File: src/rtl/core/wire_elbow_snap_top_assert.svh
// Assertion macros for the wire elbow snap block.
// Both macros sample on clk; the first also ignores cycles in reset.
`ifndef WIRE_ELBOW_SNAP_TOP_ASSERT_SVH
`define WIRE_ELBOW_SNAP_TOP_ASSERT_SVH
`ifndef SYNTHESIS
`define WES_ASSERT(label, prop) \
  label: assert property (@(posedge clk) disable iff (rst) prop) \
    else $error("wire_elbow_snap: pipeline check failed");
`define WES_ASSERT_RST(label, prop) \
  label: assert property (@(posedge clk) prop) \
    else $error("wire_elbow_snap: reset check failed");
`else
`define WES_ASSERT(label, prop)
`define WES_ASSERT_RST(label, prop)
`endif
`endif

File: src/rtl/core/wes_pkg.sv
package wes_pkg;

  // bend styles, also the index into the candidate arrays
  typedef enum logic [1:0] {
    STYLE_CORNER_A   = 2'd0,
    STYLE_DIAG_START = 2'd1,
    STYLE_CORNER_B   = 2'd2,
    STYLE_DIAG_END   = 2'd3
  } style_t;

  // request commands
  typedef enum logic {
    CMD_PLACE = 1'b0,
    CMD_SNAP  = 1'b1
  } cmd_t;

  localparam int NUM_STYLES = 4;

endpackage

File: src/rtl/core/wes_pick.sv
// Two stages: pairwise minimum, then final choice into the output register.
module wes_pick import wes_pkg::*; #(
  parameter int COORD_BITS = 16
) (
  input  logic                                  clk,
  input  logic                                  rst,
  input  logic                                  in_valid,
  output logic                                  in_ready,
  input  cmd_t                                  in_cmd,
  input  style_t                                in_style,
  input  logic [NUM_STYLES-1:0][COORD_BITS-1:0] in_cx,
  input  logic [NUM_STYLES-1:0][COORD_BITS-1:0] in_cy,
  input  logic [NUM_STYLES-1:0][2*COORD_BITS:0] in_dist,
  output logic                                  out_valid,
  input  logic                                  out_ready,
  output logic [COORD_BITS-1:0]                 out_bx,
  output logic [COORD_BITS-1:0]                 out_by,
  output style_t                                out_style
);

  localparam int C = COORD_BITS;

  // stage F registers
  logic                         f_valid;
  cmd_t                         f_cmd;
  style_t                       f_style;
  logic [NUM_STYLES-1:0][C-1:0] f_cx, f_cy;
  logic [2*C:0]                 f_d01, f_d23;
  style_t                       f_w01, f_w23;

  logic f_en, g_en;

  assign g_en     = !out_valid || out_ready;
  assign f_en     = !f_valid || g_en;
  assign in_ready = f_en;

  // pair winners; the lower style keeps a tie
  logic in_lt01, in_lt23;
  assign in_lt01 = in_dist[STYLE_DIAG_START] < in_dist[STYLE_CORNER_A];
  assign in_lt23 = in_dist[STYLE_DIAG_END] < in_dist[STYLE_CORNER_B];

  always_ff @(posedge clk) begin
    if (rst) begin
      f_valid   <= 1'b0;
      out_valid <= 1'b0;
    end else begin
      if (f_en) begin
        f_valid <= in_valid;
      end
      if (g_en) begin
        out_valid <= f_valid;
      end
    end
  end

  always_ff @(posedge clk) begin
    if (f_en) begin
      f_cmd   <= in_cmd;
      f_style <= in_style;
      f_cx    <= in_cx;
      f_cy    <= in_cy;
      f_d01   <= in_lt01 ? in_dist[STYLE_DIAG_START] : in_dist[STYLE_CORNER_A];
      f_w01   <= in_lt01 ? STYLE_DIAG_START : STYLE_CORNER_A;
      f_d23   <= in_lt23 ? in_dist[STYLE_DIAG_END] : in_dist[STYLE_CORNER_B];
      f_w23   <= in_lt23 ? STYLE_DIAG_END : STYLE_CORNER_B;
    end
  end

  // final choice: given style, or nearest of the two pair winners
  style_t sel;

  always_comb begin
    case (f_cmd)
      CMD_PLACE: sel = f_style;
      CMD_SNAP:  sel = (f_d23 < f_d01) ? f_w23 : f_w01;
      default:   sel = f_style;
    endcase
  end

  always_ff @(posedge clk) begin
    if (g_en) begin
      out_bx    <= f_cx[sel];
      out_by    <= f_cy[sel];
      out_style <= sel;
    end
  end

endmodule

File: config.mk
export PLATFORM = sky130hd
export DESIGN_NAME = wes_pick
export DESIGN_NICKNAME = d
export VERILOG_FILES = /design/src/rtl/core/wire_elbow_snap_top_assert.svh /design/src/rtl/core/wes_pkg.sv /design/src/rtl/core/wes_pick.sv
export SDC_FILE = /design/constraint.sdc
export NUM_CORES = 1
export LEC_CHECK = 0
export BUFFER_PORTS_ARGS = -buffer_cell sky130_fd_sc_hd__buf_4
export CAP_MARGIN = 20
export CORE_AREA = 8 8 190 192
export CTS_BUF_LIST = sky130_fd_sc_hd__clkbuf_16
export CTS_CLUSTER_SIZE = 14
export DETAILED_ROUTE_END_ITERATION = 6
export DIE_AREA = 0 0 198 200
export GPL_ROUTABILITY_DRIVEN = 1
export PLACE_DENSITY = 0.57
export SYNTH_ARGS = -nofsm -noshare
export SYNTH_HDL_FRONTEND = slang
export SYNTH_SLANG_ARGS = --single-unit
File: constraint.sdc
create_clock -name clk -period 18.9 [get_ports clk]
set_input_delay 2.835 -clock clk [delete_from_list [all_inputs] [get_ports clk]]
set_output_delay 2.835 -clock clk [all_outputs]
set_load 0.03 [all_outputs]
==> flow_summary_export.csv <==
group,metric,value,unit
pwr,ir_drop,0.0664,mV
timing,fmax,149,MHz
placement,dp_hpwl,21700,um
grt,gr-usage-all-layers,0.138,
worst_setup_path,reg2reg_to,"out_bx[1]",
timing,slew_headroom,0.305,
finish,antennaDiodeCount,0,
worst_setup_path,worstSetupStartpointType,"input pin",
clocking,path_clk_slew,0.06,ns
timing,fin_tns_setup,0,ns
die,core.rowCount,67,
grt,grt_max_degree,78,
routing,avgRoutedWirePerCell,18.6,um
grt,grt.overflow.total,0,
routing,drt_iter0_drc,269,
clocking,hold_buffers,0,
finish,finalNetCount,1441,
clocking,htreeDepth,1,
worst_setup_path,startpoint,"out_ready",
finish,area.sequential,0.00704,mm^2
logic_synthesis,netlist.area_leader.share,0.615,
timing,rsz0062_at_grt,"no",
grt,grt_pass1_wl,42300,um
pwr,p_leak,6.89,nW
worst_setup_path,path_class,"input pin to output port",
logic_synthesis,ys_warn_count,0,
worst_setup_path,reg2reg_setup_slack,14.99,ns
finish,multi_input_area,0.00384,mm^2
finish,fin_util,0.452,
routing,drt-pass1-iter-count,4,
finish,nFillCells,3048,
worst_setup_path,reg2reg_from,"f_d23[4]",
logic_synthesis,ys_ff_latch,235,
die,core,0.0331,mm^2
logic_synthesis,synthAdderAreaFrac,0.106,
routing,via_count,7142,
placement,io_buffers,302,
clocking,cts_sinks,235,
timing,finalHoldViolCount,0,
worst_setup_path,cp_max_fo,26,
routing,drc_errors,0,
die,initial_core_util,0.344,
logic_synthesis,synth_top_family_by_area,"multiplexers",
finish,area_growth,31.5,%
logic_synthesis,syn_area_per_cell,15.1,um^2
timing,fin_crit_sh,0.355,
timing,setup_violations,0,
worst_setup_path,cp-endpoint,"in_ready",
worst_setup_path,crit_path_end_kind,"output port",
worst_setup_path,worst_ep_required_time,16.07,ns
logic_synthesis,synth-simple-area-share,0.0285,
timing,finalMaxSlewViolations,0,
die,die_area,0.0396,mm^2
grt,antenna_found_initial,2,
die,die_w,198,um
timing,min_period,6.70,ns
clocking,cts_buffer_depth,3,
clocking,cts_tree,"yes",
placement,gp_congestion,0.792,
pwr,p_per_area,93.9,mW/mm^2
clocking,cts_buffers,27,
grt,grt_pass1_vias,7398,
logic_synthesis,syn_nets,1118,
logic_synthesis,syn_area,0.0114,mm^2
status,status,"finished clean",
clocking,cts-root-buf,"clkbuf_16",
logic_synthesis,seq_area_frac_synth,0.619,
logic_synthesis,synth.distinct_cells,39,
logic_synthesis,synth_area_leaders,"edfxtp_1, ha_1, mux2i_1, mux2_2, inv_1",
worst_setup_path,cp.arrival,3.87,ns
logic_synthesis,synth_top_area_cell,"edfxtp_1",
timing,finClkSkew,0.00700,ns
die,io_pins,303,
logic_synthesis,synth_compound_area_frac,0.0482,
timing,tightest_slew,1.04,ns
finish,drive_above_1_share,0.360,
worst_setup_path,r2r_cells,10,
routing,drt_wl_total,28700,um
clocking,post-cts-setup-buffers,0,
clocking,clock_latency,0.54,ns
die,die_h,200,um
job,maxCapViolCount,0,
logic_synthesis,synthCells,755,
logic_synthesis,synth_mux_area_frac,0.154,
routing,vias_per_cell,4.62,
clocking,ctsResizeCount,0,
logic_synthesis,synthXorXnorAreaFrac,0,
routing,ant_nets,0,
hold_path,worst_hold_path_type,"flop to flop",
cells by family after synthesis:
logic type	after synthesis
mux	165
compound gates	83
simple gates	60
buf+inv	116
flops	235
fa+ha+maj	96
final cells by class:
| class | instances | area share |
|---|---|---|
| sequential | 235 | 0.470 |
| tap | 448 | 0.0375 |
| inverter | 100 | 0.0251 |
| timing repair buffer | 310 | 0.156 |
| clock inverter | 23 | 0.00920 |
| clock buffer | 27 | 0.0452 |
| multi-input combinational | 404 | 0.257 |
state kept, by name, summed over array words and instances (netlist names), 2 cells and up:
signal and cells:
f_style 2, out_bx 16, out_by 16, f_d23 33
f_cy 64, f_d01 33, f_cx 64, out_style 2
power breakdown:
| part | switching, W | internal [W] | total, W |
|---|---|---|---|
| logic | 0.000145 | 0.000134 | 0.000279 |
| registers | 0.0000153 | 0.000635 | 0.000650 |
| clock network | 0.000204 | 0.000272 | 0.000477 |
| total | 0.000365 | 0.00104 | 0.00141 |
layout by cell type (no fill, tap or decap), drive strengths merged:
cell type and count:
nand2 13, a221oi 2, nor4b 1, ha 96, a22oi 1, nand4 18
a221o 3, a21oi 26, nor3 4, and4 2, nor2 9, dfxtp 2
clkinv 10, inv 111, a31oi 2, a21o 21, nor4 1, a211o 1
mux2i 97, o21ai 15, buf 310, clkbuf 27, or3 3, o21bai 2
nand2b 3, o211a 1, a211oi 6, nand3 4, mux2 68, a21boi 1
clkinvlp 1, bufinv 1, edfxtp 233, o211ai 1, nor2b 2, a2111oi 1
layer usage:
metal  vias to the layer above  GRT usage  part of all wire
li1                       3510          -                 -
met4                         4     0.0274             0.016
met3                        30     0.0513             0.088
met2                       238      0.219              0.45
met5                         -          0           0.00077
met1                      3360      0.178              0.44
how the worst min path moves through the flow:
stage | startpoint | to | slack [ns] | cells past startpoint
6_report | f_valid | out_valid | 0.55 | 2
3_3_place_gp | f_valid | out_valid | 0.53 | 2
2_1_floorplan | f_valid | out_valid | 0.46 | 2
5_1_grt | f_valid | out_valid | 0.61 | 2
4_1_cts | f_valid | out_valid | 0.56 | 2
3_5_place_dp | f_valid | out_valid | 0.55 | 2
worst max-delay path, cell delays in order:
cell and delay, ns:
buf_4 0.11, nor2b_1 0.30, nand2_4 0.32, buf_4 0.28
through the flow:
| stage | total power [W] | std cells | worst slack, ns | instance area [um^2] | hold WS, ns |
|---|---|---|---|---|---|
| CTS | 0.00143 | 1547 | 12.17 | 15000 | 0.563 |
| global placement | 0.000939 | 1497 | 12.20 | 14100 | 0.528 |
| detailed placement | 0.000944 | 1497 | 12.16 | 14100 | 0.555 |
| global route | 0.00147 | 1547 | 12.12 | 15000 | 0.612 |
| finish | 0.00141 | 1547 | 12.20 | 15000 | 0.552 |
| floorplan | 0.000832 | 755 | 8.81 | 11400 | 0.463 |
synth_stat cells:
| master | count |
|---|---|
| o21ai_1 | 3 |
| or3_1 | 3 |
| o21bai_1 | 2 |
| nor2b_1 | 2 |
| buf_6 | 3 |
| a21boi_0 | 1 |
| o21ai_0 | 12 |
| a211oi_1 | 6 |
| a221o_1 | 3 |
| mux2i_1 | 96 |
| a21oi_1 | 26 |
| a21o_1 | 21 |
| inv_1 | 100 |
| o211ai_1 | 1 |
| mux2i_4 | 1 |
| nor3_1 | 4 |
| a211o_1 | 1 |
| a31oi_1 | 1 |
| nand3_1 | 4 |
| nand4_1 | 18 |
| nor4_2 | 1 |
| buf_8 | 3 |
| and4_1 | 2 |
| mux2_2 | 47 |
| nand2_1 | 13 |
| edfxtp_1 | 233 |
| a221oi_1 | 2 |
| a31oi_4 | 1 |
| a2111oi_0 | 1 |
| o211a_1 | 1 |
| ha_1 | 96 |
| buf_2 | 5 |
| buf_4 | 5 |
| nor4b_1 | 1 |
| mux2_1 | 21 |
| nand2b_1 | 3 |
| nor2_1 | 9 |
| dfxtp_1 | 2 |
| a22oi_1 | 1 |
Note: power is estimated with default switching activity, not from simulation.
