`src/rtl/core/wire_elbow_snap_top_assert.svh`:
```
// Assertion macros for the wire elbow snap block.
// Both macros sample on clk; the first also ignores cycles in reset.
`ifndef WIRE_ELBOW_SNAP_TOP_ASSERT_SVH
`define WIRE_ELBOW_SNAP_TOP_ASSERT_SVH
`ifndef SYNTHESIS
`define WES_ASSERT(label, prop) \
  label: assert property (@(posedge clk) disable iff (rst) prop) \
    else $error("wire_elbow_snap: pipeline check failed");
`define WES_ASSERT_RST(label, prop) \
  label: assert property (@(posedge clk) prop) \
    else $error("wire_elbow_snap: reset check failed");
`else
`define WES_ASSERT(label, prop)
`define WES_ASSERT_RST(label, prop)
`endif
`endif

```
`src/rtl/core/wes_pkg.sv`:
```
package wes_pkg;

  // bend styles, also the index into the candidate arrays
  typedef enum logic [1:0] {
    STYLE_CORNER_A   = 2'd0,
    STYLE_DIAG_START = 2'd1,
    STYLE_CORNER_B   = 2'd2,
    STYLE_DIAG_END   = 2'd3
  } style_t;

  // request commands
  typedef enum logic {
    CMD_PLACE = 1'b0,
    CMD_SNAP  = 1'b1
  } cmd_t;

  localparam int NUM_STYLES = 4;

endpackage

```
`src/rtl/core/wes_dist.sv`:
```
// Three stages: distance to target per axis, squares, squared distance.
module wes_dist import wes_pkg::*; #(
  parameter int COORD_BITS = 16
) (
  input  logic                                  clk,
  input  logic                                  rst,
  input  logic                                  in_valid,
  output logic                                  in_ready,
  input  cmd_t                                  in_cmd,
  input  style_t                                in_style,
  input  logic signed [COORD_BITS-1:0]          in_tx,
  input  logic signed [COORD_BITS-1:0]          in_ty,
  input  logic [NUM_STYLES-1:0][COORD_BITS-1:0] in_cx,
  input  logic [NUM_STYLES-1:0][COORD_BITS-1:0] in_cy,
  output logic                                  out_valid,
  input  logic                                  out_ready,
  output cmd_t                                  out_cmd,
  output style_t                                out_style,
  output logic [NUM_STYLES-1:0][COORD_BITS-1:0] out_cx,
  output logic [NUM_STYLES-1:0][COORD_BITS-1:0] out_cy,
  output logic [NUM_STYLES-1:0][2*COORD_BITS:0] out_dist
);

  localparam int C = COORD_BITS;

  // stage C: per-axis distance
  logic                                c_valid;
  cmd_t                                c_cmd;
  style_t                              c_style;
  logic [NUM_STYLES-1:0][C-1:0]        c_cx, c_cy, c_dx, c_dy;
  // stage D: squares
  logic                                d_valid;
  cmd_t                                d_cmd;
  style_t                              d_style;
  logic [NUM_STYLES-1:0][C-1:0]        d_cx, d_cy;
  logic [NUM_STYLES-1:0][2*C-1:0]      d_sqx, d_sqy;

  logic c_en, d_en, e_en;

  assign e_en     = !out_valid || out_ready;
  assign d_en     = !d_valid || e_en;
  assign c_en     = !c_valid || d_en;
  assign in_ready = c_en;

  // absolute difference to target, each candidate independent
  logic [NUM_STYLES-1:0][C:0]   dxw, dyw, dxn, dyn;
  logic [NUM_STYLES-1:0][C-1:0] dx, dy;

  always_comb begin
    for (int i = 0; i < NUM_STYLES; i++) begin
      dxw[i] = {in_cx[i][C-1], in_cx[i]} - {in_tx[C-1], in_tx};
      dyw[i] = {in_cy[i][C-1], in_cy[i]} - {in_ty[C-1], in_ty};
      dxn[i] = {(C+1){1'b0}} - dxw[i];
      dyn[i] = {(C+1){1'b0}} - dyw[i];
      dx[i]  = dxw[i][C] ? dxn[i][C-1:0] : dxw[i][C-1:0];
      dy[i]  = dyw[i][C] ? dyn[i][C-1:0] : dyw[i][C-1:0];
    end
  end

  // valid bits
  always_ff @(posedge clk) begin
    if (rst) begin
      c_valid   <= 1'b0;
      d_valid   <= 1'b0;
      out_valid <= 1'b0;
    end else begin
      if (c_en) begin
        c_valid <= in_valid;
      end
      if (d_en) begin
        d_valid <= c_valid;
      end
      if (e_en) begin
        out_valid <= d_valid;
      end
    end
  end

  // stage C
  always_ff @(posedge clk) begin
    if (c_en) begin
      c_cmd   <= in_cmd;
      c_style <= in_style;
      c_cx    <= in_cx;
      c_cy    <= in_cy;
      c_dx    <= dx;
      c_dy    <= dy;
    end
  end

  // stage D: one multiplier per axis and candidate
  always_ff @(posedge clk) begin
    if (d_en) begin
      d_cmd   <= c_cmd;
      d_style <= c_style;
      d_cx    <= c_cx;
      d_cy    <= c_cy;
      for (int i = 0; i < NUM_STYLES; i++) begin
        d_sqx[i] <= {{C{1'b0}}, c_dx[i]} * {{C{1'b0}}, c_dx[i]};
        d_sqy[i] <= {{C{1'b0}}, c_dy[i]} * {{C{1'b0}}, c_dy[i]};
      end
    end
  end

  // stage E: sum of squares, one bit wider
  always_ff @(posedge clk) begin
    if (e_en) begin
      out_cmd   <= d_cmd;
      out_style <= d_style;
      out_cx    <= d_cx;
      out_cy    <= d_cy;
      for (int i = 0; i < NUM_STYLES; i++) begin
        out_dist[i] <= {1'b0, d_sqx[i]} + {1'b0, d_sqy[i]};
      end
    end
  end

endmodule

```
`config.mk`:
```
export PLATFORM = sky130hd
export DESIGN_NAME = wes_dist
export DESIGN_NICKNAME = d
export VERILOG_FILES = /design/src/rtl/core/wire_elbow_snap_top_assert.svh /design/src/rtl/core/wes_pkg.sv /design/src/rtl/core/wes_dist.sv
export SDC_FILE = /design/constraint.sdc
export NUM_CORES = 2
export LEC_CHECK = 0
export BUFFER_PORTS_ARGS = -buffer_cell sky130_fd_sc_hd__buf_2
export CAP_MARGIN = 25
export CORE_MARGIN = 5
export CORE_UTILIZATION = 42
export DETAILED_ROUTE_END_ITERATION = 8
export GPL_TIMING_DRIVEN = 1
export PLACE_DENSITY_LB_ADDON = 0.25
export SLEW_MARGIN = 20
export SYNTH_ARGS = -nofsm -noshare
export SYNTH_HDL_FRONTEND = slang
export SYNTH_SLANG_ARGS = --single-unit
```
`constraint.sdc`:
```
create_clock -name clk -period 24.6 [get_ports clk]
set_input_delay 1.23 -clock clk [delete_from_list [all_inputs] [get_ports clk]]
set_output_delay 1.23 -clock clk [all_outputs]
set_load 0.01 [all_outputs]
```
==> summary.txt <==
Setup path
  • Setup slack, reg-to-reg: 17.30 ns
  • Worst r2r src: c_dx[35]$_DFFE_PP_
  • CP startpoint kind: flip-flop
  • Worst-path fanout max: 15
  • Critical path required time: 25.09 ns
  • Crit end category: flip-flop
  • R2r worst-path depth: 23
  • RR Endpoint: d_sqx[95]$_DFFE_PP_
  • Worst path arrival time: 7.79 ns
  • Crit path launch: c_dx[35]$_DFFE_PP_
  • Crit Path Category: reg2reg

Synthesis
  • Syn Area/Cell: 10.5 um^2
  • Number of flops mapped to enable cells by yosys: 901
  • Most used DFF post-synth: edfxtp_1
  • Synth Area in Adders: 40.4%
  • Top cell type's share of synthesized area: 27.7%
  • Syn nets: 11,874
  • Most instantiated library cell after synthesis: inv_1
  • Post-Syn Instances: 9,337
  • Mux cell area share after synthesis: 0.224%
  • Main combinational cell family by area after synthesis: adder cells
  • Simple-Gate Fraction of Synth Area: 10.1%
  • Synth warn: 0
  • Ys async rst share: 0%
  • Synth cell count leaders: inv_1, fa_1, ha_1, edfxtp_1, nand2_1
  • Cell Area, Synth: 97,700 um^2
  • Flops & latches, synth: 904
  • Dominant cells by area after synthesis: edfxtp_1, fa_1, ha_1, inv_1, xnor2_1
  • Post-synth top area cell: edfxtp_1
  • Synth Area in XOR/XNOR: 4.96%
  • Sequential share of the synthesized area: 27.8%
  • Compound-Gate Fraction of Synth Area: 7.78%
  • Synth cell types: 89

Floorplanning
  • Core area: 232,000 um^2
  • Starting Density: 42.1%
  • FP Rows: 177
  • Die Y: 492 um
  • Boundary Pins: 432
  • Die Area: 242,000 um^2
  • Die X: 492 um

Clocking
  • Post-CTS Setup Repair Bufs: 0
  • Clock slew at reported path FFs: 0.07 ns
  • Clock sink count: 904
  • Post_cts resized: 0
  • TritonCTS clock tree: yes
  • Clk buf depth: 3
  • CTS Hold Buffers Added: 0
  • Skew-Pair Late Insertion Delay: 0.76 ns
  • CTS Root Cell: clkbuf_16
  • CTS Buf Count: 104
  • Number of H-tree levels: 3

Placed design
  • Hpwl dp: 188,000 um
  • Port buffer count: 431
  • Gpl congestion: 0.877

Drt
  • Pre-antenna DRT Iters: 6
  • DRT antenna net count: 0
  • DRT Wirelength: 233,000 um
  • Via/cell ratio: 5.06
  • Routed vias: 65,009
  • DRT iter0 DRCs: 3,510
  • Per-cell routed wire length: 18.2 um
  • DRC violations left: 0

STA
  • Fin crit period: 7.30 ns
  • TNS Setup: 0 ns
  • Hold_ws: 0.399 ns
  • # setup viols final: 0
  • Worst slew pin tran: 1.11 ns
  • Final hold violations: 0
  • Clk_skew: 0.0376 ns
  • Max_slew headroom: 25.3%
  • Final worst path period share: 29.7%
  • Max Slew Vio Count: 0
  • RSZ-0062 raised after global routing: false
  • FMAX: 0.137 GHz

Final layout
  • Final #Nets: 12,246
  • Reg area: 27,100 um^2
  • Layout area overhead: 9.18%
  • Fillers: 21,801
  • Layout cells sized above 1: 7.37%
  • Footprint of the multi-input gates: 62,000 um^2

GRT
  • Largest net degree at the start of global routing: 108
  • First-pass GRT wire length: 376,000 um
  • Grt ovf: 0
  • Vias in the first global route: 70,417
  • Initial antenna violation count: 7
  • GRT Total Usage: 19.5%

Min path
  • Worst hold start: d_cx[42]$_DFFE_PP_
  • Worst Hold Path EP: out_cx[42]$_DFFE_PP_
  • Worst Hold Path Cells: 0
  • Hold WC Path Type: reg2reg

Run status
  • Status: completed

Run
  • Max cap viols: 0
[cells in the final DEF (no fill, tap or decap), drive strengths merged, types with 31 or more instances in the layout]
cell type	n
inv	2125
fa	1304
ha	1066
edfxtp	901
nand2	738
buf	448
nor2	388
xnor2	378
and2	352
a21oi	333
o21ai	194
a21o	185
xor2	171
clkbuf	117
nor3	110
nor2b	96
nand3	82
o21a	77
nand2b	57
and3	55
o21bai	51
a31oi	47
or2	46
clkinv	42
a211oi	33
nand4	31
[stage by stage]
| stage | utilization, % | worst slack, ns | cell area (um^2) | instances |
|---|---|---|---|---|
| 2_1_floorplan | - | 15.08 | 97700 | 9337 |
| 3_3_place_gp | 44.4 | 17.53 | 103000 | 12646 |
| 3_5_place_dp | 44.4 | 17.35 | 103000 | 12646 |
| 4_1_cts | 46.0 | 17.37 | 107000 | 12838 |
| 5_1_grt | 46.0 | 16.80 | 107000 | 12839 |
| 6_report | 46.0 | 17.30 | 107000 | 12841 |
[registers in the layout, indices dropped and copies added (netlist names)]
signal and count:
d_style 2, out_cy 64, c_cy 64, out_valid 1
c_style 2, out_style 2, d_sqy 124, out_cx 64
d_valid 1, c_dy 64, d_cy 64, d_sqx 124
c_dx 64, c_valid 1, d_cmd 1, d_cx 64
c_cmd 1, out_dist 132, c_cx 64, out_cmd 1
[worst max-delay path, stage by stage, from the launching register on]
cell and delay [ns]:
edfxtp_1 0.76, inv_1 0.27, nor2_1 0.23, ha_1 0.29, xor2_1 0.19, fa_1 0.54
inv_1 0.05, fa_1 0.47, fa_1 0.50, fa_1 0.49, inv_1 0.05, fa_1 0.47
inv_1 0.04, ha_1 0.34, and2_1 0.17, and4_1 0.24, nand2_1 0.07, or4b_1 0.54
a41oi_1 0.35, o221ai_1 0.24, a21oi_1 0.33, a221oi_1 0.15, o21bai_1 0.20, xnor2_1 0.08
[how the worst max path moves through the flow]
stage	end	cells past startpoint
4_1_cts	d_sqx[95]$_DFFE_PP_	23
6_report	d_sqx[95]$_DFFE_PP_	23
5_1_grt	d_sqx[95]$_DFFE_PP_	23
2_1_floorplan	d_cmd$_DFFE_PP_	3
3_5_place_dp	d_sqx[95]$_DFFE_PP_	23
3_3_place_gp	d_sqx[95]$_DFFE_PP_	23
[kinds of logic (layout without fill, tap and decap cells)]
| logic type | after synthesis | count (layout) |
|---|---|---|
| AOI/OAI and AO/OA | 1152 | 1152 |
| xor gates and xnor gates | 550 | 550 |
| adders and majority gates | 2370 | 2370 |
| buffers and inverters | 2294 | 2752 |
| DFF | 904 | 904 |
| muxes | 20 | 20 |
| other | 0 | 3 |
| and+or+nand+nor | 2047 | 2047 |
[layout make-up]
cell class,instances,area share [%]
Multi-Input combinational cell,6139,58.1
Antenna cell,3,0.00704
Clock inverter,75,0.793
Clock buffer,117,2.51
Inverter,2112,7.45
Sequential cell,904,25.4
Timing Repair Buffer,448,2.14
Tap cell,3043,3.57
[layer usage]
metal | track usage (%) | routed length, um | vias up
li1 | - | - | 30752
met1 | 24.1 | 95800 | 32855
met2 | 35.7 | 122000 | 1117
met3 | 2.21 | 8470 | 285
met4 | 5.81 | 7280 | 0
met5 | 0 | 0 | -
Power is not shown: default switching activity piles up to over one toggle a cycle in this logic, so the estimate is an artifact.
