$ cat config.mk
export PLATFORM = sky130hd
export DESIGN_NAME = wes_cand
export DESIGN_NICKNAME = d
export VERILOG_FILES = /design/src/rtl/core/wire_elbow_snap_top_assert.svh /design/src/rtl/core/wes_pkg.sv /design/src/rtl/core/wes_cand.sv
export SDC_FILE = /design/constraint.sdc
export NUM_CORES = 1
export LEC_CHECK = 0
export BUFFER_PORTS_ARGS = -buffer_cell sky130_fd_sc_hd__buf_2
export CAP_MARGIN = 20
export CORE_MARGIN = 3
export CORE_UTILIZATION = 48
export DETAILED_ROUTE_END_ITERATION = 8
export GPL_ROUTABILITY_DRIVEN = 0
export PLACE_DENSITY = 0.7
export SLEW_MARGIN = 10
export SYNTH_ARGS = -nofsm -noshare
export SYNTH_HDL_FRONTEND = slang
export SYNTH_SLANG_ARGS = --single-unit
$ cat constraint.sdc
create_clock -name clk -period 5.5 [get_ports clk]
set_input_delay 0.275 -clock clk [delete_from_list [all_inputs] [get_ports clk]]
set_output_delay 0.275 -clock clk [all_outputs]
set_load 0.02 [all_outputs]
$ cat src/rtl/core/wire_elbow_snap_top_assert.svh
// Assertion macros for the wire elbow snap block.
// Both macros sample on clk; the first also ignores cycles in reset.
`ifndef WIRE_ELBOW_SNAP_TOP_ASSERT_SVH
`define WIRE_ELBOW_SNAP_TOP_ASSERT_SVH
`ifndef SYNTHESIS
`define WES_ASSERT(label, prop) \
  label: assert property (@(posedge clk) disable iff (rst) prop) \
    else $error("wire_elbow_snap: pipeline check failed");
`define WES_ASSERT_RST(label, prop) \
  label: assert property (@(posedge clk) prop) \
    else $error("wire_elbow_snap: reset check failed");
`else
`define WES_ASSERT(label, prop)
`define WES_ASSERT_RST(label, prop)
`endif
`endif

$ cat src/rtl/core/wes_pkg.sv
package wes_pkg;

  // bend styles, also the index into the candidate arrays
  typedef enum logic [1:0] {
    STYLE_CORNER_A   = 2'd0,
    STYLE_DIAG_START = 2'd1,
    STYLE_CORNER_B   = 2'd2,
    STYLE_DIAG_END   = 2'd3
  } style_t;

  // request commands
  typedef enum logic {
    CMD_PLACE = 1'b0,
    CMD_SNAP  = 1'b1
  } cmd_t;

  localparam int NUM_STYLES = 4;

endpackage

$ cat src/rtl/core/wes_cand.sv
// Two stages: axis distances, then the four candidate bend points.
module wes_cand import wes_pkg::*; #(
  parameter int COORD_BITS = 16
) (
  input  logic                              clk,
  input  logic                              rst,
  input  logic                              in_valid,
  output logic                              in_ready,
  input  cmd_t                              in_cmd,
  input  style_t                            in_style,
  input  logic signed [COORD_BITS-1:0]      in_sx,
  input  logic signed [COORD_BITS-1:0]      in_sy,
  input  logic signed [COORD_BITS-1:0]      in_ex,
  input  logic signed [COORD_BITS-1:0]      in_ey,
  input  logic signed [COORD_BITS-1:0]      in_tx,
  input  logic signed [COORD_BITS-1:0]      in_ty,
  output logic                              out_valid,
  input  logic                              out_ready,
  output cmd_t                              out_cmd,
  output style_t                            out_style,
  output logic signed [COORD_BITS-1:0]      out_tx,
  output logic signed [COORD_BITS-1:0]      out_ty,
  output logic [NUM_STYLES-1:0][COORD_BITS-1:0] out_cx,
  output logic [NUM_STYLES-1:0][COORD_BITS-1:0] out_cy
);

  localparam int C = COORD_BITS;

  // stage A registers
  logic                 a_valid;
  cmd_t                 a_cmd;
  style_t               a_style;
  logic signed [C-1:0]  a_sx, a_sy, a_ex, a_ey, a_tx, a_ty;
  logic [C-1:0]         a_ax, a_ay;

  logic a_en, b_en;

  // stage A: absolute axis distances
  logic [C:0] dxw, dyw, dxn, dyn;
  logic [C-1:0] ax, ay;

  always_comb begin
    dxw = {in_ex[C-1], in_ex} - {in_sx[C-1], in_sx};
    dyw = {in_ey[C-1], in_ey} - {in_sy[C-1], in_sy};
    dxn = {(C+1){1'b0}} - dxw;
    dyn = {(C+1){1'b0}} - dyw;
    ax  = dxw[C] ? dxn[C-1:0] : dxw[C-1:0];
    ay  = dyw[C] ? dyn[C-1:0] : dyw[C-1:0];
  end

  // a stage moves when it is empty or its successor moves
  assign b_en     = !out_valid || out_ready;
  assign a_en     = !a_valid || b_en;
  assign in_ready = a_en;

  always_ff @(posedge clk) begin
    if (rst) begin
      a_valid <= 1'b0;
    end else if (a_en) begin
      a_valid <= in_valid;
    end
  end

  always_ff @(posedge clk) begin
    if (a_en) begin
      a_cmd   <= in_cmd;
      a_style <= in_style;
      a_sx    <= in_sx;
      a_sy    <= in_sy;
      a_ex    <= in_ex;
      a_ey    <= in_ey;
      a_tx    <= in_tx;
      a_ty    <= in_ty;
      a_ax    <= ax;
      a_ay    <= ay;
    end
  end

  // stage B: diagonal leg length and bend points
  logic [C-1:0] len;
  logic [C:0]   lenw, sxw, syw, exw, eyw, d1x, d1y, d3x, d3y;

  always_comb begin
    len  = (a_ax < a_ay) ? a_ax : a_ay;
    lenw = {1'b0, len};
    sxw  = {a_sx[C-1], a_sx};
    syw  = {a_sy[C-1], a_sy};
    exw  = {a_ex[C-1], a_ex};
    eyw  = {a_ey[C-1], a_ey};
    // leg from start, signed toward end
    d1x  = (a_ex < a_sx) ? sxw - lenw : sxw + lenw;
    d1y  = (a_ey < a_sy) ? syw - lenw : syw + lenw;
    // leg from end, signed toward start
    d3x  = (a_sx < a_ex) ? exw - lenw : exw + lenw;
    d3y  = (a_sy < a_ey) ? eyw - lenw : eyw + lenw;
  end

  always_ff @(posedge clk) begin
    if (rst) begin
      out_valid <= 1'b0;
    end else if (b_en) begin
      out_valid <= a_valid;
    end
  end

  always_ff @(posedge clk) begin
    if (b_en) begin
      out_cmd   <= a_cmd;
      out_style <= a_style;
      out_tx    <= a_tx;
      out_ty    <= a_ty;
      out_cx[STYLE_CORNER_A]   <= a_sx;
      out_cy[STYLE_CORNER_A]   <= a_ey;
      out_cx[STYLE_DIAG_START] <= d1x[C-1:0];
      out_cy[STYLE_DIAG_START] <= d1y[C-1:0];
      out_cx[STYLE_CORNER_B]   <= a_ex;
      out_cy[STYLE_CORNER_B]   <= a_sy;
      out_cx[STYLE_DIAG_END]   <= d3x[C-1:0];
      out_cy[STYLE_DIAG_END]   <= d3y[C-1:0];
    end
  end

endmodule

==> results.json, run 1 <==
{
  "ios": 268,
  "syn-cell-area_um2": 16600,
  "drt-met1-wl_um": 17400,
  "grt_setup_unrepaired": "false",
  "core_area_um2": 33800,
  "r2r_slack_ns": 0.34,
  "fillCellCount": 2697,
  "final-max-slew-violation-count": 0,
  "crit_chain": "ha_1 -> or3b_2 -> a211o_1 -> a21oi_1 -> o221ai_1 -> o221ai_1 -> buf_6 -> a31o_2 -> nor2_1 -> xnor2_1 -> ha_1 -> a21o_1 -> a21oi_1 -> o21bai_1 -> a21oi_1 -> o21a_1 -> o211ai_1 -> o211ai_1 -> o21ai_0 -> xnor2_1",
  "crit_type": "register to register",
  "min_delay_worst_endpoint": "out_valid$_SDFFE_PP0P_",
  "cts_buffer_depth": 3,
  "synth_ff_type": "edfxtp_1",
  "crit_top_cell": "a21oi_1",
  "p_leak_nw": 9.02,
  "antenna_left": 0,
  "post-route-drc-count": 0,
  "yosysWarnings": 0,
  "max_stage_delay_ns": 0.47,
  "setup_viol": 0,
  "grt_pass1_wl_um": 63500,
  "endpoint_kind": "register",
  "r2r_cells": 20,
  "critPathArrivalTime_ns": 5.41,
  "hold_ws_ns": 0.159,
  "dp.cells": 2092,
  "vias_per_cell": 5.32,
  "slew_headroom_pct": 30.9,
  "drt_first_pass_iters": 8,
  "clk_latency_ns": 0.52,
  "cts_made_buffers": 34,
  "route.met3.wl_um": 2390,
  "worstPathRequired_ns": 5.75,
  "total_power_mw": 11.5,
  "netlist-cell-type-count": 77,
  "grt_antenna_before_repair": 1,
  "ys_top_cells_by_count": "edfxtp_1, ha_1, nor2_1",
  "top_regs": "out_cx (64), out_cy (64)",
  "finalNonFillerCells": 2250,
  "period_needed_ns": 5.16,
  "postSynthCellCount": 1380,
  "synth_top_area_share_pct": 53.3,
  "finish.utilization_pct": 61.0,
  "worstHoldPathCells": 4,
  "cts_tree": "yes",
  "die_w_um": 192,
  "gr-total-overflow": 0,
  "skew_ns": 0.0159,
  "synthesis.nets": 1636,
  "tightest_slew_ns": 1.03,
  "wl_um": 41400,
  "final.setup.tns_ns": 0,
  "min_period_over_period_pct": 93.8,
  "synthTopCellsByArea": "edfxtp_1, ha_1, xnor2_1, nor2_1, xor2_1",
  "dr_wl_met2_um": 20200,
  "grt_pass1_vias": 11800,
  "hold_viol": 0,
  "maxCapViolations": 0,
  "yosysSeqAreaShare_pct": 53.5,
  "fin_nets": 2037,
  "startpoint_type": "register",
  "ys_ff_latch": 296,
  "worst_slack_ns": 0.339,
  "wl_per_cell_um": 18.4,
  "core.rowCount": 67,
  "vdd_drop_max_uv": 369,
  "drive_gt1_share_pct": 20.6,
  "worstHoldPathType": "input pin to register",
  "ctsRootBufferMaster": "clkbuf_16",
  "portBuffers": 267,
  "drt_iter0_markers": 723,
  "synth-edff-count": 294,
  "initial_core_util_pct": 49.0,
  "worst-path-max-fanout": 21,
  "avgSynthCellArea_um2": 12.0,
  "dp_slack_ns": 0.255,
  "placed_area_um2": 18500,
  "rr_endpoint": "out_cy[31]$_DFFE_PP_",
  "async_flop_share_pct": 0,
  "grt_max_degree": 79,
  "critPathSlowestCell": "or3b_2",
  "path_clk_slew_ns": 0.06,
  "yosysTopAreaCell": "edfxtp_1",
  "fmax_mhz": 194,
  "r2r-start": "a_sy[15]$_DFFE_PP_",
  "yosysMostFrequentCell": "edfxtp_1",
  "dieArea_um2": 36800,
  "htreeDepth": 2,
  "topRoutingLayerUsed": "met4",
  "hpwl_um": 30900,
  "status": "finished, final reports clean",
  "final_area_um2": 20600,
  "hold_path_startpoint": "out_ready",
  "clock_sinks": 296,
  "die_height_um": 192,
  "powerDensity_nw_per_um2": 556,
  "num_vias": 12000,
  "num_antenna_cells": 0,
  "synthToLayoutAreaGrowth_pct": 24.4,
  "grtUsageTotal_pct": 22.2
}
==> metal layers <==
metal / vias up / GRT usage [%]
met4: 0 / 7.56
met3: 83 / 3.14
met5: - / 0
li1: 5845 / -
met2: 389 / 38.3
met1: 5650 / 28.7
==> cells by family (layout without fill, tap and decap cells) <==
| kind of cell | Yosys count | in the layout | share of synthesized area, % |
|---|---|---|---|
| AND/OR/NAND/NOR | 319 | 319 | 9.61 |
| AO/OA/AOI/OAI | 272 | 272 | 10.8 |
| flip-flops | 296 | 296 | 53.5 |
| buffers and inverters | 133 | 555 | 3.04 |
| multiplexers | 31 | 31 | 1.93 |
| adder cells (fa/ha/maj) | 153 | 153 | 11.8 |
| XOR/XNOR | 176 | 176 | 9.30 |
==> worst max path at each step <==
stage | startpoint | to | cells after the start | slack (ns)
floorplan | a_ay[4]$_DFFE_PP_ | out_cy[63]$_DFFE_PP_ | 23 | 0.58
global placement | a_ax[13]$_DFFE_PP_ | out_cy[63]$_DFFE_PP_ | 18 | 0.41
detailed placement | a_ax[13]$_DFFE_PP_ | out_cy[63]$_DFFE_PP_ | 18 | 0.26
CTS | a_ax[13]$_DFFE_PP_ | out_cy[63]$_DFFE_PP_ | 18 | 0.23
global route | a_sy[15]$_DFFE_PP_ | out_cy[63]$_DFFE_PP_ | 19 | 0.03
finish | a_sy[15]$_DFFE_PP_ | out_cy[31]$_DFFE_PP_ | 20 | 0.34
==> power breakdown <==
part	leakage, nW	switching, mW	internal (mW)	total, mW
clock network	0.513	0.887	1.26	2.15
registers	3.10	0.231	3.27	3.50
logic	5.40	3.37	2.44	5.81
total	9.02	4.49	6.97	11.5
==> what timing repair did <==
item,CTS,global route
gates resized for setup,0,7
endpoints found under the setup margin,0,5
hold buffers,101,0
endpoints found under the hold margin,101,0
buffers inserted,0,0
==> cell type report <==
cell class	count	area (µm²)	share of cell area (%)
multi-input cells	951	7220	35.0
inverters	114	433	2.10
clock inverters	16	150	0.728
repair buffers	384	2480	12.1
flip-flops and latches	296	8870	43.0
clock buffers	41	898	4.36
well taps	448	561	2.72
==> cell usage in the layout (no fill, tap or decap), drive strengths merged, types with 12 or more instances in the layout <==
cell,netlist,routed
inv,114,117
nor3,22,22
nand3,15,15
a21oi,90,90
mux2i,24,24
ha,147,147
xnor2,122,122
or3,12,12
o21a,12,12
nand2,44,44
o21ai,37,37
a31oi,17,17
dlygate4sd3,0,101
clkbuf,14,41
nor2b,12,12
buf,5,283
edfxtp,294,294
xor2,54,54
and3,15,15
o211ai,17,17
nor2,132,132
or2,13,13
a21o,32,32
==> critical path: cells and delay by family (launching register included) <==
family	cells	cell delay (ns)
AOI/OAI and AO/OA	13	2.46
adders and majority gates	2	0.67
and+or+nand+nor	2	0.54
xor gates and xnor gates	2	0.48
DFF	1	0.46
buffers and inverters	1	0.25
Note: power is estimated with default switching activity, not from simulation.
==> run 2, diff against run 1 <==
--- a/config.mk
+++ b/config.mk
@@ -8,9 +8,10 @@
 export BUFFER_PORTS_ARGS = -buffer_cell sky130_fd_sc_hd__buf_2
 export CAP_MARGIN = 20
+export CORE_ASPECT_RATIO = 0.6
 export CORE_MARGIN = 3
 export CORE_UTILIZATION = 48
 export DETAILED_ROUTE_END_ITERATION = 8
 export GPL_ROUTABILITY_DRIVEN = 0
-export PLACE_DENSITY = 0.7
+export PLACE_DENSITY_LB_ADDON = 0.1
 export SLEW_MARGIN = 10
 export SYNTH_ARGS = -nofsm -noshare
==> constraint.sdc (replaced) <==
create_clock -name clk -period 5.5 [get_ports clk]
set_input_delay 0.825 -clock clk [delete_from_list [all_inputs] [get_ports clk]]
set_output_delay 0.825 -clock clk [all_outputs]
set_load 0.02 [all_outputs]
==> results.json, run 2 (same netlist as run 1, synthesis figures left out) <==
{
  "status": "finished, final reports clean",
  "maxCapViolations": 0,
  "antenna_left": 0,
  "powerDensity_nw_per_um2": 588,
  "drt-met1-wl_um": 21400,
  "worstHoldPathType": "register to register",
  "wl_um": 42900,
  "final_area_um2": 19700,
  "initial_core_util_pct": 49.0,
  "hold_buffers": 0,
  "rr_endpoint": "out_cx[63]$_DFFE_PP_",
  "final-max-slew-violation-count": 0,
  "finish.utilization_pct": 58.1,
  "drt_iter0_markers": 918,
  "r2r_cells": 18,
  "wl_per_cell_um": 19.8,
  "total_power_mw": 11.6,
  "topRoutingLayerUsed": "met4",
  "num_vias": 11600,
  "crit_chain": "ha_1 -> a21o_1 -> a21o_1 -> a21oi_1 -> o21ai_0 -> a21oi_4 -> buf_4 -> mux2_2 -> nand4_1 -> o21ai_1 -> mux2_2 -> ha_1 -> nor3_1 -> o211ai_1 -> o21a_1 -> a41o_1 -> o41ai_1 -> xnor2_1",
  "hold_viol": 0,
  "critPathSlowestCell": "mux2_2",
  "r2r_slack_ns": 0.26,
  "gr-total-overflow": 0,
  "clock_sinks": 296,
  "mostFrequentLayoutCells": "edfxtp_1, buf_2, ha_1, nor2_1, xnor2_1",
  "die_w_um": 246,
  "fin_nets": 1944,
  "p_leak_nw": 8.62,
  "die_height_um": 150,
  "multi_input_area_um2": 7230,
  "min_delay_worst_endpoint": "out_tx[5]$_DFFE_PP_",
  "dr_wl_met2_um": 18000,
  "vias_per_cell": 5.34,
  "grt_pass1_vias": 10900,
  "ctsRootBufferMaster": "clkbuf_16",
  "path_clk_slew_ns": 0.06,
  "placed_area_um2": 18600,
  "worst-path-max-fanout": 26,
  "vdd_drop_max_uv": 374,
  "final.setup.tns_ns": 0,
  "worstPathRequired_ns": 5.80,
  "skew_ns": 0.0135,
  "crit_family": "compound AO/OA/AOI/OAI gates",
  "grt_max_degree": 132,
  "hold_ws_ns": 0.416,
  "core_area_um2": 33800,
  "route.met3.wl_um": 3000,
  "cts_made_buffers": 30,
  "grt_setup_unrepaired": "false",
  "hpwl_um": 32700,
  "period_needed_ns": 5.24,
  "startpoint_type": "register",
  "worstHoldPathCells": 0,
  "grt_pass1_wl_um": 64600,
  "num_antenna_cells": 0,
  "portBuffers": 267,
  "fmax_mhz": 191,
  "endpoint_kind": "register",
  "setup_viol": 0,
  "cts_tree": "yes",
  "grt_antenna_before_repair": 1,
  "drt_first_pass_iters": 5,
  "clk_latency_ns": 0.57,
  "max_stage_delay_ns": 0.44,
  "cts_buffer_depth": 3,
  "core.rowCount": 52,
  "cp.depth": 18,
  "fillCellCount": 2913,
  "post-route-drc-count": 0,
  "critPathArrivalTime_ns": 5.54,
  "dieArea_um2": 36900,
  "final_common_cell": "edfxtp_1",
  "ios": 268,
  "hold_path_startpoint": "a_tx[5]$_DFFE_PP_",
  "crit_type": "register to register",
  "drive_gt1_share_pct": 22.2,
  "grtUsageTotal_pct": 22.9,
  "min_period_over_period_pct": 95.3,
  "r2r-start": "a_ax[13]$_DFFE_PP_",
  "cp-startpoint": "a_ax[13]$_DFFE_PP_",
  "synthToLayoutAreaGrowth_pct": 18.6,
  "critPathBufInv": 1,
  "seq_area_um2": 8870,
  "tightest_slew_ns": 1.19,
  "top_regs": "out_cx (64), out_cy (64)",
  "slew_headroom_pct": 20.3,
  "htreeDepth": 1
}
## run 2: cell count changes in the layout (fill, tap and decap cells not counted), moves of 2 or more
| cell | previous run | this run |
|---|---|---|
| dlygate4sd3_1 | 101 | 0 |
| buf_4 | 14 | 27 |
| clkbuf_16 | 35 | 31 |
| bufinv_16 | 2 | 4 |
| clkinv_1 | 2 | 4 |
| clkinv_2 | 6 | 4 |
## run 2: how the worst max path moves through the flow
stage                            to  slack (ns)
3_3_place_gp   out_cy[63]$_DFFE_PP_        0.44
4_1_cts        out_cy[63]$_DFFE_PP_        0.24
3_5_place_dp   out_cy[63]$_DFFE_PP_        0.29
2_1_floorplan  out_cy[63]$_DFFE_PP_        0.58
5_1_grt        out_cx[63]$_DFFE_PP_        0.06
6_report       out_cx[63]$_DFFE_PP_        0.26
## run 2: per-stage QoR
stage | cells | setup slack (ns)
6_report | 2169 | 0.261
5_1_grt | 2169 | 0.0583
4_1_cts | 2167 | 0.239
3_5_place_dp | 2113 | 0.288
3_3_place_gp | 2113 | 0.435
2_1_floorplan | 1380 | 0.576
## run 2: cell type report
| cell class | instances | area share [%] |
|---|---|---|
| timing repair buffer | 295 | 7.93 |
| clock buffer | 38 | 4.08 |
| inverter | 114 | 2.20 |
| sequential | 296 | 45.1 |
| clock inverter | 16 | 0.961 |
| multi-input combinational | 951 | 36.8 |
| tap | 459 | 2.92 |
## run 2: worst reg2reg max path: stages, from the launching register on
cell	delay, ns
edfxtp_1	0.41
ha_1	0.33
a21o_1	0.16
a21o_1	0.17
a21oi_1	0.17
o21ai_0	0.28
a21oi_4	0.33
buf_4	0.39
mux2_2	0.44
nand4_1	0.22
o21ai_1	0.16
mux2_2	0.29
ha_1	0.23
nor3_1	0.25
o211ai_1	0.15
o21a_1	0.18
a41o_1	0.29
o41ai_1	0.38
xnor2_1	0.14
## run 2: where the power goes
group          internal, mW  leakage [nW]  switching [mW]  total [mW]
Sequential             3.26          3.10           0.215        3.48
Combinational          2.48          5.03            3.51        5.99
Clock                  1.22         0.482           0.883        2.10
## run 2: what timing repair did
action,in CTS,in global routing
resized for setup,0,5
setup endpoints to repair,0,3
setup buffers,0,2
## run 2: layer usage
| metal | up-vias | track usage, % |
|---|---|---|
| met1 | 5547 | 36.0 |
| met3 | 50 | 4.42 |
| met4 | 0 | 3.54 |
| met2 | 330 | 33.1 |
| li1 | 5657 | - |
| met5 | - | 0 |
==> run 3, diff against run 2 <==
- BUFFER_PORTS_ARGS: -buffer_cell sky130_fd_sc_hd__buf_2 -> -buffer_cell sky130_fd_sc_hd__clkbuf_2
- CELL_PAD_IN_SITES_DETAIL_PLACEMENT: not set -> 1
- CELL_PAD_IN_SITES_GLOBAL_PLACEMENT: not set -> 2
- CORE_UTILIZATION: 48 -> 38
- PLACE_DENSITY: not set -> 0.84
- PLACE_DENSITY_LB_ADDON: 0.1 -> not set
==> results.json, run 3 (same netlist as run 1, synthesis figures left out) <==
{
  "status": "finished, final reports clean",
  "wl_um": 48000,
  "core.rowCount": 58,
  "die_w_um": 276,
  "period_needed_ns": 5.25,
  "num_vias": 11700,
  "powerDensity_nw_per_um2": 590,
  "ios": 268,
  "grt-busiest-layer": "met2",
  "fin_nets": 1944,
  "met1_usage_pct": 30.1,
  "cts_made_buffers": 29,
  "mostFrequentLayoutCells": "edfxtp_1, clkbuf_2, ha_1, nor2_1, xnor2_1",
  "vias_per_cell": 5.13,
  "post-route-drc-count": 0,
  "crit_type": "register to register",
  "synthToLayoutAreaGrowth_pct": 19.2,
  "worstHoldPathCells": 0,
  "critPathSlowestCell": "o41ai_1",
  "portBuffers": 267,
  "total_power_mw": 11.7,
  "tightest_slew_ns": 1.11,
  "maxCapViolations": 0,
  "slew_headroom_pct": 26.1,
  "final-max-slew-violation-count": 0,
  "gr-total-overflow": 0,
  "grtUsageTotal_pct": 20.6,
  "final_common_cell": "edfxtp_1",
  "vdd_drop_max_uv": 295,
  "grtUsageMet2_pct": 32.7,
  "critPathBufInv": 0,
  "grt_pass1_wl_um": 73600,
  "clock_sinks": 296,
  "use_met3_pct": 3.48,
  "setup_viol": 0,
  "p_leak_nw": 8.64,
  "hold_ws_ns": 0.418,
  "grt_max_degree": 108,
  "worst_slack_ns": 0.255,
  "num_antenna_cells": 0,
  "dieArea_um2": 46200,
  "clk_latency_ns": 0.57,
  "dp_slack_ns": -0.117,
  "hold_viol": 0,
  "ctsRootBufferMaster": "clkbuf_16",
  "hold_buffers": 0,
  "worstPathRequired_ns": 5.80,
  "die_height_um": 168,
  "r2r_cells": 19,
  "path_clk_slew_ns": 0.07,
  "crit_family": "compound AO/OA/AOI/OAI gates",
  "worstHoldPathType": "register to register",
  "drive_gt1_share_pct": 22.3,
  "final.setup.tns_ns": 0,
  "grt_pass1_vias": 12300,
  "cts_tree": "yes",
  "skew_ns": 0.0164,
  "min_period_over_period_pct": 95.4,
  "startpoint_type": "register",
  "core_area_um2": 42500,
  "endpoint_kind": "register",
  "initial_core_util_pct": 39.0,
  "antenna_left": 0,
  "crit_chain": "ha_1 -> a21o_1 -> a21o_1 -> a21oi_1 -> o21ai_1 -> a21oi_4 -> mux2i_2 -> nor2_1 -> xor2_1 -> ha_1 -> nor2b_1 -> o21ai_0 -> a21boi_0 -> o211ai_1 -> o211ai_1 -> o21a_1 -> a41o_1 -> o41ai_1 -> xnor2_1",
  "top_regs": "out_cx (64), out_cy (64)",
  "critPathArrivalTime_ns": 5.54,
  "htreeDepth": 1,
  "grt_antenna_before_repair": 0,
  "r2r_slack_ns": 0.25,
  "cts_buffer_depth": 3,
  "drt_first_pass_iters": 5,
  "wl_per_cell_um": 21.1,
  "hpwl_um": 37400,
  "fmax_mhz": 191,
  "worst-path-max-fanout": 7,
  "max_stage_delay_ns": 0.44,
  "finish.utilization_pct": 46.5,
  "cp.depth": 19,
  "drt_iter0_markers": 789
}
## run 3: power breakdown
group / leakage [nW] / internal, mW / switching [mW]
logic: 5.10 / 2.49 / 3.66
registers: 3.10 / 3.26 / 0.233
clock network: 0.442 / 1.12 / 0.877
## run 3: layer usage
metal | vias up | part of all wire [%]
met5 | - | 0
met4 | 0 | 1.5
met3 | 50 | 4.8
met2 | 239 | 45
met1 | 5758 | 48
li1 | 5647 | -
## run 3: worst paths after layout
path | start | to
max | a_ax[13]$_DFFE_PP_ | out_cx[63]$_DFFE_PP_
min | a_tx[11]$_DFFE_PP_ | out_tx[11]$_DFFE_PP_
max reg2reg | a_ax[13]$_DFFE_PP_ | out_cx[63]$_DFFE_PP_
min reg2reg | a_tx[11]$_DFFE_PP_ | out_tx[11]$_DFFE_PP_
## run 3: area by class of cell
type,instances,area [µm²]
clock inverter,14,148
multi-input combinational,951,7250
tap,570,713
sequential,296,8870
timing repair buffer,296,1560
fill,4615,22700
clock buffer,39,773
inverter,114,433
## run 3: worst register-to-register path: stages, from the launching register on
cell and delay, ns:
edfxtp_1 0.43, ha_1 0.33, a21o_1 0.16, a21o_1 0.16
a21oi_1 0.19, o21ai_1 0.21, a21oi_4 0.30, mux2i_2 0.39
nor2_1 0.11, xor2_1 0.26, ha_1 0.28, nor2b_1 0.12
o21ai_0 0.26, a21boi_0 0.23, o211ai_1 0.34, o211ai_1 0.16
o21a_1 0.17, a41o_1 0.31, o41ai_1 0.44, xnor2_1 0.13
## run 3: timing repair
item	4_1_cts	5_1_grt
gates resized for setup	1	11
setup endpoints to repair	3	9
buffers inserted	3	0
## run 3: through the flow
stage	instances	cell area, µm²
finish	2280	19700
global route	2280	19700
CTS	2279	19700
detailed placement	2223	18700
global placement	2223	18700
floorplan	1380	16600
